File: config.mk
export PLATFORM = sky130hd
export DESIGN_NAME = roulette_wheel_selector_core_flat
export DESIGN_NICKNAME = d
export VERILOG_FILES = /design/src/rtl/core/rws_pkg.sv /design/src/rtl/core/rws_in_if.sv /design/src/rtl/core/rws_out_if.sv /design/src/rtl/core/roulette_wheel_selector_core.sv /design/src/rtl/core/rws_ram.sv /design/src/rtl/core/rws_ctrl.sv /design/src/rtl/core/rws_datapath.sv /design/src/flat_wrapper.sv
export SDC_FILE = /design/constraint.sdc
export NUM_CORES = 2
export LEC_CHECK = 0
export ABC_AREA = 1
export BUFFER_PORTS_ARGS = -buffer_cell sky130_fd_sc_hd__buf_2
export CORE_MARGIN = 10
export CORE_UTILIZATION = 35
export CTS_CLUSTER_DIAMETER = 40
export DETAILED_ROUTE_END_ITERATION = 6
export SYNTH_ARGS = -nofsm -noshare
export SYNTH_HDL_FRONTEND = slang
export SYNTH_SLANG_ARGS = --single-unit
File: constraint.sdc
create_clock -name clk -period 18.1 [get_ports clk]
set_input_delay 0.905 -clock clk [delete_from_list [all_inputs] [get_ports clk]]
set_output_delay 0.905 -clock clk [all_outputs]
set_load 0.05 [all_outputs]
File: src/rtl/core/rws_pkg.sv
// ----------------------------------------------------------------------------
// Roulette wheel selector package
// Fixed field widths and the command/status bundles between control and data.
// ----------------------------------------------------------------------------
package rws_pkg;

    localparam int SLOT_W = 6;
    localparam int POP_W  = 7;
    localparam logic [POP_W-1:0] POP_RESET = 7'd50;

    // Controller to datapath
    typedef struct packed {
        logic latch;       // input transfer: capture fields, arm multiplier
        logic load_read;   // read old fitness of the load slot
        logic load_write;  // write new fitness, adjust total
        logic mul_step;    // one shift-add step of random * total
        logic walk_start;  // clear the walk pipeline
        logic walk_run;    // advance the walk pipeline
        logic capture;     // hold the walk outcome
        logic push;        // move the outcome into the output register
    } rws_cmd_t;

    // Datapath to controller
    typedef struct packed {
        logic load_in_range;
        logic mul_last;
        logic walk_done;
        logic out_free;
    } rws_status_t;

endpackage

File: src/rtl/core/rws_in_if.sv
// ----------------------------------------------------------------------------
// Selector input channel
// Valid/ready channel carrying one load or pick item.
// ----------------------------------------------------------------------------
interface rws_in_if import rws_pkg::*; #(
    parameter int FITNESS_WIDTH = 24,
    parameter int RANDOM_WIDTH  = 16
) ();

    logic                     valid;
    logic                     ready;
    logic                     mode;
    logic [SLOT_W-1:0]        slot;
    logic [FITNESS_WIDTH-1:0] fitness;
    logic [RANDOM_WIDTH-1:0]  random_value;

    modport source (output valid, mode, slot, fitness, random_value, input ready);
    modport sink   (input valid, mode, slot, fitness, random_value, output ready);

endinterface

File: src/rtl/core/rws_out_if.sv
// ----------------------------------------------------------------------------
// Selector result channel
// Valid/ready channel carrying one pick result.
// ----------------------------------------------------------------------------
interface rws_out_if import rws_pkg::*; ();

    logic              valid;
    logic              ready;
    logic [SLOT_W-1:0] selected_slot;
    logic              fell_back;

    modport source (output valid, selected_slot, fell_back, input ready);
    modport sink   (input valid, selected_slot, fell_back, output ready);

endinterface

File: src/rtl/core/roulette_wheel_selector_core.sv
// ----------------------------------------------------------------------------
// Roulette wheel selector core
// Fitness-proportionate selection over a table of loadable fitness values.
// ----------------------------------------------------------------------------
// Channels: in_ch takes load items (mode 0: slot, fitness) and pick items
// (mode 1: random_value); out_ch returns one result per pick, none per load.
// cfg_we/cfg_wdata write population_size; the user must write it only while the
// core is idle, which the core itself does not enforce.
// Load: in_ch.ready is low after the transfer through the read of the old
// entry, then the write and total update on the RAM.
// Pick: the product random_value * total is formed by a serial shift-add,
// then the walk reads one slot per cycle from the RAM.
// One item is in work at a time; in_ch.ready rises as the result is loaded.
// Stall: the result waits in the output register; the next item may already
// be taken, and a new pick holds its result until the register frees.
// Reset: table reads as all zero, total zero, population_size 50, no result.
// ----------------------------------------------------------------------------
module roulette_wheel_selector_core import rws_pkg::*; #(
    parameter int MAX_POPULATION = 64,
    parameter int FITNESS_WIDTH  = 24,
    parameter int RANDOM_WIDTH   = 16
) (
    input  logic             clk,
    input  logic             rst_n,
    input  logic             cfg_we,
    input  logic [POP_W-1:0] cfg_wdata,
    rws_in_if.sink           in_ch,
    rws_out_if.source        out_ch
);

    rws_cmd_t    cmd;
    rws_status_t sts;

    rws_ctrl u_ctrl (
        .clk      (clk),
        .rst_n    (rst_n),
        .in_valid (in_ch.valid),
        .in_mode  (in_ch.mode),
        .in_ready (in_ch.ready),
        .sts      (sts),
        .cmd      (cmd)
    );

    rws_datapath #(
        .MAX_POPULATION (MAX_POPULATION),
        .FITNESS_WIDTH  (FITNESS_WIDTH),
        .RANDOM_WIDTH   (RANDOM_WIDTH)
    ) u_datapath (
        .clk           (clk),
        .rst_n         (rst_n),
        .cfg_we        (cfg_we),
        .cfg_wdata     (cfg_wdata),
        .in_slot       (in_ch.slot),
        .in_fitness    (in_ch.fitness),
        .in_random     (in_ch.random_value),
        .cmd           (cmd),
        .sts           (sts),
        .out_valid     (out_ch.valid),
        .out_ready     (out_ch.ready),
        .out_slot      (out_ch.selected_slot),
        .out_fell_back (out_ch.fell_back)
    );

endmodule

File: src/rtl/core/rws_ram.sv
// ----------------------------------------------------------------------------
// Generic RAM
// One write port, one read port, registered read data.
// ----------------------------------------------------------------------------
module rws_ram #(
    parameter int WIDTH = 24,
    parameter int DEPTH = 64
) (
    input  logic                     clk,
    input  logic                     we,
    input  logic [$clog2(DEPTH)-1:0] waddr,
    input  logic [WIDTH-1:0]         wdata,
    input  logic                     re,
    input  logic [$clog2(DEPTH)-1:0] raddr,
    output logic [WIDTH-1:0]         rdata
);

    logic [WIDTH-1:0] mem [DEPTH];

    always_ff @(posedge clk)
    begin
        if (we)
        begin
            mem[waddr] <= wdata;
        end
        if (re)
        begin
            rdata <= mem[raddr];
        end
    end

endmodule

File: src/rtl/core/rws_ctrl.sv
// ----------------------------------------------------------------------------
// Selector controller
// Sequences loads, the product setup and the slot walk of a pick.
// ----------------------------------------------------------------------------
module rws_ctrl import rws_pkg::*; (
    input  logic        clk,
    input  logic        rst_n,
    input  logic        in_valid,
    input  logic        in_mode,
    output logic        in_ready,
    input  rws_status_t sts,
    output rws_cmd_t    cmd
);

    typedef enum logic [2:0] {
        ST_IDLE,
        ST_LOAD_RD,
        ST_LOAD_WR,
        ST_MUL,
        ST_WALK,
        ST_FINISH
    } state_t;

    state_t state_reg, state_next;
    logic   ready_reg, ready_next;

    always_comb
    begin
        state_next = state_reg;
        cmd        = '0;
        case (state_reg)
            ST_IDLE:
            begin
                if (in_valid && ready_reg)
                begin
                    cmd.latch  = 1'b1;
                    state_next = in_mode ? ST_MUL : ST_LOAD_RD;
                end
            end
            ST_LOAD_RD:
            begin
                cmd.load_read = 1'b1;
                // out-of-range slot: load is dropped
                state_next = sts.load_in_range ? ST_LOAD_WR : ST_IDLE;
            end
            ST_LOAD_WR:
            begin
                cmd.load_write = 1'b1;
                state_next     = ST_IDLE;
            end
            ST_MUL:
            begin
                cmd.mul_step = 1'b1;
                if (sts.mul_last)
                begin
                    cmd.walk_start = 1'b1;
                    state_next     = ST_WALK;
                end
            end
            ST_WALK:
            begin
                cmd.walk_run = 1'b1;
                if (sts.walk_done)
                begin
                    cmd.capture = 1'b1;
                    state_next  = ST_FINISH;
                end
            end
            ST_FINISH:
            begin
                if (sts.out_free)
                begin
                    cmd.push   = 1'b1;
                    state_next = ST_IDLE;
                end
            end
            default:
            begin
                state_next = ST_IDLE;
            end
        endcase
        ready_next = (state_next == ST_IDLE);
    end

    always_ff @(posedge clk or negedge rst_n)
    begin
        if (!rst_n)
        begin
            state_reg <= ST_IDLE;
            ready_reg <= 1'b0;
        end
        else
        begin
            state_reg <= state_next;
            ready_reg <= ready_next;
        end
    end

    assign in_ready = ready_reg;

endmodule

File: src/rtl/core/rws_datapath.sv
// ----------------------------------------------------------------------------
// Selector datapath
// Fitness table, running total, serial product, walk pipeline, result register.
// ----------------------------------------------------------------------------
module rws_datapath import rws_pkg::*; #(
    parameter int MAX_POPULATION = 64,
    parameter int FITNESS_WIDTH  = 24,
    parameter int RANDOM_WIDTH   = 16
) (
    input  logic                     clk,
    input  logic                     rst_n,
    input  logic                     cfg_we,
    input  logic [POP_W-1:0]         cfg_wdata,
    input  logic [SLOT_W-1:0]        in_slot,
    input  logic [FITNESS_WIDTH-1:0] in_fitness,
    input  logic [RANDOM_WIDTH-1:0]  in_random,
    input  rws_cmd_t                 cmd,
    output rws_status_t              sts,
    output logic                     out_valid,
    input  logic                     out_ready,
    output logic [SLOT_W-1:0]        out_slot,
    output logic                     out_fell_back
);

    localparam int IW = $clog2(MAX_POPULATION);
    localparam int TW = FITNESS_WIDTH + IW;
    localparam int PW = TW + RANDOM_WIDTH;
    localparam int CW = $clog2(RANDOM_WIDTH);

    logic [POP_W-1:0]          pop_reg;
    logic [TW-1:0]             total_reg, total_next;
    logic [MAX_POPULATION-1:0] valid_bits_reg;

    logic [SLOT_W-1:0]         slot_reg;
    logic [FITNESS_WIDTH-1:0]  fit_reg;

    logic [PW-1:0]             mcand_reg;
    logic [RANDOM_WIDTH-1:0]   mplier_reg;
    logic [PW-1:0]             prod_reg, prod_next;
    logic [CW-1:0]             mul_cnt_reg;

    logic [IW-1:0]             rd_idx_reg;
    logic                      issue_on_reg;
    logic                      p1_vld_reg;
    logic                      p1_live_reg;
    logic [IW-1:0]             p1_idx_reg;
    logic                      t_vld_reg;
    logic [IW-1:0]             t_idx_reg;
    logic [PW-1:0]             term_reg, term_next;
    logic [PW-1:0]             sc_reg, sc_next;

    logic [IW-1:0]             res_slot_reg;
    logic                      res_fell_reg;
    logic                      out_valid_reg;
    logic [SLOT_W-1:0]         out_slot_reg;
    logic                      out_fell_reg;

    logic [31:0]               slot_wide;
    logic [31:0]               pop_wide;
    logic [31:0]               n_wide;
    logic [31:0]               res_wide;
    logic                      in_range;
    logic [IW-1:0]             slot_idx;
    logic [IW-1:0]             last_idx;
    logic [FITNESS_WIDTH-1:0]  old_fit;
    logic [FITNESS_WIDTH-1:0]  rd_fit;
    logic                      issue;
    logic                      hit;
    logic                      at_end;

    logic                      ram_re;
    logic [IW-1:0]             ram_raddr;
    logic [FITNESS_WIDTH-1:0]  ram_rdata;

    // Slot range and clamped population
    always_comb
    begin
        slot_wide = 32'(slot_reg);
        in_range  = slot_wide < 32'(MAX_POPULATION);
        slot_idx  = slot_wide[IW-1:0];
        pop_wide  = 32'(pop_reg);
        if (pop_wide == 32'd0)
        begin
            n_wide = 32'd1;
        end
        else if (pop_wide > 32'(MAX_POPULATION))
        begin
            n_wide = 32'(MAX_POPULATION);
        end
        else
        begin
            n_wide = pop_wide;
        end
        last_idx = IW'(n_wide - 32'd1);
        res_wide = 32'(res_slot_reg);
    end

    // Never-written entries read as zero
    assign old_fit    = valid_bits_reg[slot_idx] ? ram_rdata : '0;
    assign total_next = total_reg - TW'(old_fit) + TW'(fit_reg);

    assign prod_next  = prod_reg + (mplier_reg[0] ? mcand_reg : '0);

    assign issue      = cmd.walk_run && issue_on_reg;
    assign rd_fit     = p1_live_reg ? ram_rdata : '0;
    // fitness * (2^RANDOM_WIDTH - 1)
    assign term_next  = (PW'(rd_fit) << RANDOM_WIDTH) - PW'(rd_fit);
    assign sc_next    = sc_reg + term_reg;
    assign hit        = t_vld_reg && (sc_next > prod_reg);
    assign at_end     = t_vld_reg && (t_idx_reg == last_idx);

    assign ram_re     = cmd.load_read || issue;
    assign ram_raddr  = cmd.load_read ? slot_idx : rd_idx_reg;

    always_comb
    begin
        sts               = '0;
        sts.load_in_range = in_range;
        sts.mul_last      = (mul_cnt_reg == CW'(RANDOM_WIDTH - 1));
        sts.walk_done     = hit || at_end;
        sts.out_free      = !out_valid_reg || out_ready;
    end

    rws_ram #(
        .WIDTH (FITNESS_WIDTH),
        .DEPTH (MAX_POPULATION)
    ) u_fitness_ram (
        .clk   (clk),
        .we    (cmd.load_write),
        .waddr (slot_idx),
        .wdata (fit_reg),
        .re    (ram_re),
        .raddr (ram_raddr),
        .rdata (ram_rdata)
    );

    // Control and architectural state
    always_ff @(posedge clk or negedge rst_n)
    begin
        if (!rst_n)
        begin
            pop_reg        <= POP_RESET;
            total_reg      <= '0;
            valid_bits_reg <= '0;
            mul_cnt_reg    <= '0;
            issue_on_reg   <= 1'b0;
            p1_vld_reg     <= 1'b0;
            t_vld_reg      <= 1'b0;
            out_valid_reg  <= 1'b0;
        end
        else
        begin
            if (cfg_we)
            begin
                pop_reg <= cfg_wdata;
            end
            if (cmd.load_write)
            begin
                total_reg                <= total_next;
                valid_bits_reg[slot_idx] <= 1'b1;
            end
            if (cmd.latch)
            begin
                mul_cnt_reg <= '0;
            end
            else if (cmd.mul_step)
            begin
                mul_cnt_reg <= mul_cnt_reg + CW'(1);
            end
            if (cmd.walk_start)
            begin
                issue_on_reg <= 1'b1;
                p1_vld_reg   <= 1'b0;
                t_vld_reg    <= 1'b0;
            end
            else if (cmd.walk_run)
            begin
                if (issue && (rd_idx_reg == last_idx))
                begin
                    issue_on_reg <= 1'b0;
                end
                p1_vld_reg <= issue;
                t_vld_reg  <= p1_vld_reg;
            end
            if (cmd.push)
            begin
                out_valid_reg <= 1'b1;
            end
            else if (out_ready)
            begin
                out_valid_reg <= 1'b0;
            end
        end
    end

    // Payload
    always_ff @(posedge clk)
    begin
        if (cmd.latch)
        begin
            slot_reg   <= in_slot;
            fit_reg    <= in_fitness;
            mcand_reg  <= PW'(total_reg);
            mplier_reg <= in_random;
            prod_reg   <= '0;
        end
        else if (cmd.mul_step)
        begin
            prod_reg   <= prod_next;
            mcand_reg  <= mcand_reg << 1;
            mplier_reg <= mplier_reg >> 1;
        end
        if (cmd.walk_start)
        begin
            rd_idx_reg <= '0;
            sc_reg     <= '0;
        end
        else if (cmd.walk_run)
        begin
            if (issue)
            begin
                rd_idx_reg <= rd_idx_reg + IW'(1);
            end
            p1_idx_reg  <= rd_idx_reg;
            p1_live_reg <= valid_bits_reg[rd_idx_reg];
            term_reg    <= term_next;
            t_idx_reg   <= p1_idx_reg;
            if (t_vld_reg)
            begin
                sc_reg <= sc_next;
            end
        end
        if (cmd.capture)
        begin
            // on a miss t_idx_reg is already the last slot in use
            res_slot_reg <= t_idx_reg;
            res_fell_reg <= !hit;
        end
        if (cmd.push)
        begin
            out_slot_reg <= SLOT_W'(res_wide);
            out_fell_reg <= res_fell_reg;
        end
    end

    assign out_valid     = out_valid_reg;
    assign out_slot      = out_slot_reg;
    assign out_fell_back = out_fell_reg;

endmodule

File: src/flat_wrapper.sv
// flat-port wrapper written by rule: the top's interface ports become plain ports
module roulette_wheel_selector_core_flat import rws_pkg::*;
#(
    parameter int MAX_POPULATION = 64,
    parameter int FITNESS_WIDTH  = 24,
    parameter int RANDOM_WIDTH   = 16
)
  (clk, rst_n, cfg_we, cfg_wdata, in_ch_valid, in_ch_mode, in_ch_slot, in_ch_fitness, in_ch_random_value, in_ch_ready, out_ch_valid, out_ch_selected_slot, out_ch_fell_back, out_ch_ready);
  rws_in_if #(.FITNESS_WIDTH(FITNESS_WIDTH), .RANDOM_WIDTH(RANDOM_WIDTH)) in_ch_i ();
  rws_out_if out_ch_i ();
  input  logic clk;
  input  logic rst_n;
  input  logic cfg_we;
  input  logic [POP_W-1:0] cfg_wdata;
  input wire logic [$bits(in_ch_i.valid)-1:0] in_ch_valid;
  input wire logic [$bits(in_ch_i.mode)-1:0] in_ch_mode;
  input wire logic [$bits(in_ch_i.slot)-1:0] in_ch_slot;
  input wire logic [$bits(in_ch_i.fitness)-1:0] in_ch_fitness;
  input wire logic [$bits(in_ch_i.random_value)-1:0] in_ch_random_value;
  output wire logic [$bits(in_ch_i.ready)-1:0] in_ch_ready;
  output wire logic [$bits(out_ch_i.valid)-1:0] out_ch_valid;
  output wire logic [$bits(out_ch_i.selected_slot)-1:0] out_ch_selected_slot;
  output wire logic [$bits(out_ch_i.fell_back)-1:0] out_ch_fell_back;
  input wire logic [$bits(out_ch_i.ready)-1:0] out_ch_ready;
  assign in_ch_i.valid = in_ch_valid;
  assign in_ch_i.mode = in_ch_mode;
  assign in_ch_i.slot = in_ch_slot;
  assign in_ch_i.fitness = in_ch_fitness;
  assign in_ch_i.random_value = in_ch_random_value;
  assign in_ch_ready = in_ch_i.ready;
  assign out_ch_valid = out_ch_i.valid;
  assign out_ch_selected_slot = out_ch_i.selected_slot;
  assign out_ch_fell_back = out_ch_i.fell_back;
  assign out_ch_i.ready = out_ch_ready;
  roulette_wheel_selector_core #(.MAX_POPULATION(MAX_POPULATION), .FITNESS_WIDTH(FITNESS_WIDTH), .RANDOM_WIDTH(RANDOM_WIDTH)) u_core (.clk(clk), .rst_n(rst_n), .cfg_we(cfg_we), .cfg_wdata(cfg_wdata), .in_ch(in_ch_i), .out_ch(out_ch_i));
endmodule
Word-level counts from Yosys, hierarchy flattened
Memories as Yosys holds them, arrays and structs flattened. A register that Yosys moved wholly into a read port is not among the register bits. Cells that the tools add are included.

RAM bits: 1536. Register bits after elaboration: 376. Output and inout port bits: 9. Memories: 1.

Muxes and demuxes: 45. Bitwise logic cells: 2. $lt $le $gt $ge: 5. Add/sub/neg operators: 8. Reduce and logical (&&, ||, !) cells: 22. Equal/unequal tests: 8.

Memory list: u_core.u_datapath.u_fitness_ram.mem (depth 64, bits a word 24, read ports 1, clocked after Yosys merged registers in 1, write ports 1, line rws_ram.sv:18) `logic [WIDTH-1:0] mem [DEPTH];`.

Operators by type and width (count): 46-bit adder (2); 64-bit OR (1); 30-bit 2-to-1 mux (2); 24-bit 2-to-1 mux (2); 46-bit > comparator (1); 46-bit 2-to-1 mux (1); 40-bit by 24-bit subtractor with 41-bit output (1); 16-bit 2-to-1 mux (2); 30-bit by 24-bit adder with 30-bit output (1); 30-bit by 24-bit subtractor with 30-bit output (1); 1-bit 2-to-1 mux (22); 6-bit 2-to-1 mux (3); 3-bit one-hot mux with 5 select lines (1); 6-bit by 7-bit less-than comparator with 1-bit output, second input constant (2); 1-bit binary-select mux with 6-bit select (2); 6-bit == test (2); 3-bit 2-to-1 mux (4); 4-bit 2-to-1 mux (2); 2-bit AND reduction (4); 2-bit nonzero test (4); 7-bit > comparator, second input constant (1); 7-bit zero test (1); 6-bit by 1-bit adder with 6-bit output, second input constant (1); 1-bit demux with 6-bit select (1); other kinds (13) (26).

Depth between registers and ports, before layout
Depth in word-level cells: 14. Depth in mapped cells: 27. Depth with buffers taken out: 26.

By module
A second synthesis with hierarchy kept.

Cell total of the unflattened synthesis: 9099. Area total of the unflattened synthesis: 90047.6 um^2.

By module, submodules not included: rws_ram (times used 1, area an instance 62995.4 um^2, cells an instance 5230, seq. area each 46844.9 um^2); rws_datapath (times used 1, area an instance 26783.2 um^2, cells an instance 3832, seq. area each 9337.7 um^2); rws_ctrl (times used 1, area an instance 269.0 um^2, cells an instance 37, seq. area each 100.1 um^2).

Worst setup path after synthesis
Ideal clock, no wire load.

Path type: reg-to-reg. From: register u_core.u_ctrl.state_reg[0]. To: register u_core.u_datapath.u_fitness_ram.rdata[0] (read register of u_core.u_datapath.u_fitness_ram.mem) (enable). Arrival time: 6.133 ns. Required time: 17.717 ns. Path slack: 11.584 ns. Cell stages (with the launch flop): 4. Buffers on the path: 0. Path through: dfrtp_1 -> nor3_1 -> nand2_1 -> nand2_1.

Longest elaborated chain between the ends: 4. Elaborated cells on any way between the ends: 7. Those cells by class: eq/ne: 2; mux: 3; reduce/logical: 2.

Ends and longest elaborated chain: start: declaration (line rws_ctrl.sv:24) `state_t state_reg, state_next;`; start signal: assignment (line rws_ctrl.sv:94) `state_reg <= state_next;`; 3-bit == test (line rws_ctrl.sv:31) `case (state_reg)`; 2-bit 2-to-1 mux (line rws_ctrl.sv:31); 1-bit logical AND (line rws_datapath.sv:104) `assign issue = cmd.walk_run && issue_on_reg;`; 1-bit logical OR (*) (line rws_datapath.sv:112) `assign ram_re = cmd.load_read || issue;`; net u_core.u_datapath.ram_re (line rws_datapath.sv:71) `logic ram_re;`; end: declaration (line rws_ram.sv:15) `output logic [WIDTH-1:0] rdata`.

Mark *: on every way through the listed nets, which the timed path passes. The rest lies on a longest branch. A chain may end at the register's enable or synchronous reset.

Final worst setup path
From: register u_core.u_datapath.rd_idx_reg[0]. To: register u_core.u_datapath.u_fitness_ram.rdata[9] (read register of u_core.u_datapath.u_fitness_ram.mem) (data pin).

Longest elaborated chain between the ends: 1.

Ends and longest elaborated chain: start: declaration (line rws_datapath.sv:42) `logic [IW-1:0] rd_idx_reg;`; start signal: assignment (line rws_datapath.sv:222) `rd_idx_reg <= rd_idx_reg + IW'(1);`; 6-bit 2-to-1 mux (line rws_datapath.sv:113) `assign ram_raddr = cmd.load_read ? slot_idx : rd_idx_reg;`.

No other way between the ends.

==> impl_metrics.yaml <==
sta:
  layout_min_cycle_time_ps: 5756
  count_of_final_hold_check_violations: 0
  final_min_period_over_clock_period_pct: 31.80
  worst_pin_slew_ps: 1235
  achievable-frequency_mhz: 173.7
  post-route-worst-setup-slack_ps: 12340
  finalMaxSlewViolations: 0
  fin_worst_hold_slack_ps: 129.5
  finClkSkew_ps: 84.24
  fin_setup_tns_ps: 0
  report.final.setup_viol: 0
  grt_setup_unrepaired: "false"
  maxSlewHeadroom_pct: 17.64
min_path:
  worstHoldPathType: "primary input to async pin"
critical_path:
  slowest_cell_on_crit_path: "sky130_fd_sc_hd__dfxtp_1"
  worst_setup_path_start_kind: "register"
  cp_max_fo: 181
  cp_data_arrival_time_ps: 6540
  worstSetupPathType: "register to register"
  cp.required_ps: 18880
  critical_path_cell_sequence: "buf_4, nand2_1, o21ai_4, buf_4, buf_12, buf_4, buf_4, nand2_1, nand2_1, nand2_1, nand3_1, nand3_1, nand3_1, nand3_1, nand2_1"
  r2r-start: "u_core.u_datapath.rd_idx_reg[0]"
  timing.reg2reg.worst_path_depth: 15
  timing.critical_path.mode_cell: "sky130_fd_sc_hd__nand2_1"
  rr_endpoint: "u_core.u_datapath.u_fitness_ram.rdata[9]"
  setup.reg_to_reg.worst_slack_ps: 12340
  worst_setup_path_end_kind: "register"
  critical_path.max_stage_delay_ps: 890
global_route:
  initial_antenna_violation_count: 17
  gr-usage-all-layers_pct: 20.40
  global_route.usage.met1_pct: 27.45
  globalRouteOverflowTotal: 0
  pin_count_of_the_biggest_net_entering_global_routing: 223
  grt_first_pass_wirelength_um: 429900
  first_global_vias: 63840
  globalRouteMet2Util_pct: 32.78
  gr-max-usage-layer: "met2"
  grt_use_met3_pct: 4.100
clock_network:
  cts_resized: 0
  clk_slew_on_worst_s_h_paths_ps: 50
  cts_hold_buffers: 0
  postCtsSetupBuffers: 0
  cts_buffer_depth: 4
  cts-buffers-inserted: 302
  htreeDepth: 5
  clk-insertion-delay-late_ps: 930
  cts.sinks: 1931
  cts_tree: "built"
  cts_root_buf: "sky130_fd_sc_hd__clkbuf_16"
logic_synthesis:
  netlist-cell-type-count: 54
  synthesis.area_per_instance_um2: 9.926
  yosys.area.top_type: "sky130_fd_sc_hd__edfxtp_1"
  mappedNetlistArea_um2: 89690
  seq_area_frac_synth_pct: 62.75
  postSynthNetCount: 9299
  synthDominantCellAreaShare_pct: 57.05
  netlist_top_cells_area: "sky130_fd_sc_hd__edfxtp_1 57%, sky130_fd_sc_hd__nand2_1 8.6%, sky130_fd_sc_hd__nand3_1 5.0%"
  synth-warning-count: 0
  ys_ff_latch: 1931
  syn-instance-count: 9036
drt:
  viasPerCell: 5.266
  routedWlPerCell_um: 23.21
  drc: 0
  dr_total_vias: 67050
  ant_nets: 0
  drt_iter0_drc: 7481
  postRouteWirelength_um: 295500
  dr.pass1.iters: 7
cells_and_area:
  final_cell_mix: "2,046 x sky130_fd_sc_hd__nand2_1, 1,704 x sky130_fd_sc_hd__edfxtp_1, 943 x sky130_fd_sc_hd__nor2_1"
  final_nets: 9398
  syn2layout_area_growth_pct: 15.56
  final_layout_size_suffix_gt1_share_pct: 8.877
  largest_register_ffs: 1536
  layout.cells.most_common: "sky130_fd_sc_hd__nand2_1"
placed_design:
  gp_congestion: 0.9252
  post-dp-hpwl_um: 184000
  placement.io_buffers: 67
  preCtsSetupSlack_ps: 12510
die:
  design.core.area_um2: 254600
  die_x_um: 526.2
  initial_core_util_pct: 35.23
  floorplan.io_pins: 68
  num_rows: 185
  design.die.area_um2: 276900
  vertical_extent_of_the_die_um: 526.2
power:
  leak_pwr_nw: 40.14
  vdd_drop_max_mv: 0.1335
  power.density_nw_per_um2: 151.5
flow_run:
  maxCapViolCount: 0
outcome:
  outcome: "complete, no violations"
-- cell usage after synthesis, drive strengths merged --
master / number
nand3: 896
fa: 26
o21bai: 55
a22oi: 5
inv: 832
dfxtp: 114
or2: 25
mux2: 3
dfstp: 3
o21a: 24
xnor2: 22
nor3: 57
o221ai: 7
a21o: 14
nand3b: 5
xor2: 76
o2111ai: 3
nor3b: 2
clkbuf: 181
buf: 238
nand2b: 1
nand4: 59
o31ai: 1
dfrtp: 110
ha: 178
edfxtp: 1704
nor4: 11
a21oi: 284
and3: 3
o21ai: 900
a31o: 2
o22ai: 20
a221oi: 1
a31oi: 8
nor2: 1012
o211ai: 70
clkinv: 2
a21boi: 31
nand2: 2051
-- report_power, final --
group | leakage [nW] | internal (mW) | switching (mW)
Clock | 4.68 | 3.49 | 2.15
Sequential | 17.7 | 5.30 | 0.229
Combinational | 17.8 | 1.26 | 3.28
-- worst max path at each step --
stage | to | from
after floorplan | u_core.u_datapath.u_fitness_ram.rdata[0] | u_core.u_ctrl.state_reg[0]
after global placement | u_core.u_datapath.total_reg[25] | u_core.u_datapath.slot_idx[1]
after detailed placement | u_core.u_datapath.u_fitness_ram.rdata[8] | u_core.u_datapath.rd_idx_reg[0]
after CTS | u_core.u_datapath.u_fitness_ram.rdata[8] | u_core.u_datapath.rd_idx_reg[0]
after global routing | u_core.u_datapath.total_reg[25] | u_core.u_datapath.slot_idx[0]
final | u_core.u_datapath.u_fitness_ram.rdata[9] | u_core.u_datapath.rd_idx_reg[0]
-- area by class of cell --
cell class / instances / area [um2]
repair buffers: 214 / 1541
clock buffers: 341 / 7925
multi-input cells: 5852 / 28640
flip-flops and latches: 1931 / 56280
well taps: 3366 / 4212
fillers: 24370 / 151000
inverters: 834 / 3144
diodes: 7 / 17.52
clock inverters: 189 / 1889
-- per-stage QoR --
stage / utilization, % / instance area [um2] / std cells / total power [mW]
after floorplan: - / 89690 / 9036 / 8.488
after global placement: 36.85 / 93820 / 12200 / 10.06
after detailed placement: 36.85 / 93820 / 12200 / 10.10
after CTS: 40.70 / 103600 / 12730 / 15.75
after global routing: 40.70 / 103600 / 12730 / 16.48
final: 40.71 / 103700 / 12730 / 15.71
-- critical path: cells and delay by family (launching register included) --
family          cells  cell delay [ps]
compound gates      1               80
buf+inv             5             3120
flops               1              890
simple gates        9             1190
-- layer usage --
metal / routed length (um) / vias to the layer above
met5: 113 / -
met4: 10860 / 18
met3: 24570 / 536
met2: 135900 / 2788
met1: 124100 / 32650
li1: - / 31060
-- cell families (layout without fill, tap and decap cells) --
logic type / count (synthesis) / after routing / synth area share [%]
mux: 3 / 3 / 0.03766
flops: 1931 / 1931 / 62.75
simple gates: 4122 / 4122 / 18.98
fa+ha+maj: 204 / 204 / 3.063
other cells: 0 / 7 / 0
buf+inv: 1253 / 1578 / 5.580
xor+xnor: 98 / 98 / 0.9569
compound gates: 1425 / 1425 / 8.632
Power figures use the tool's default switching activity.
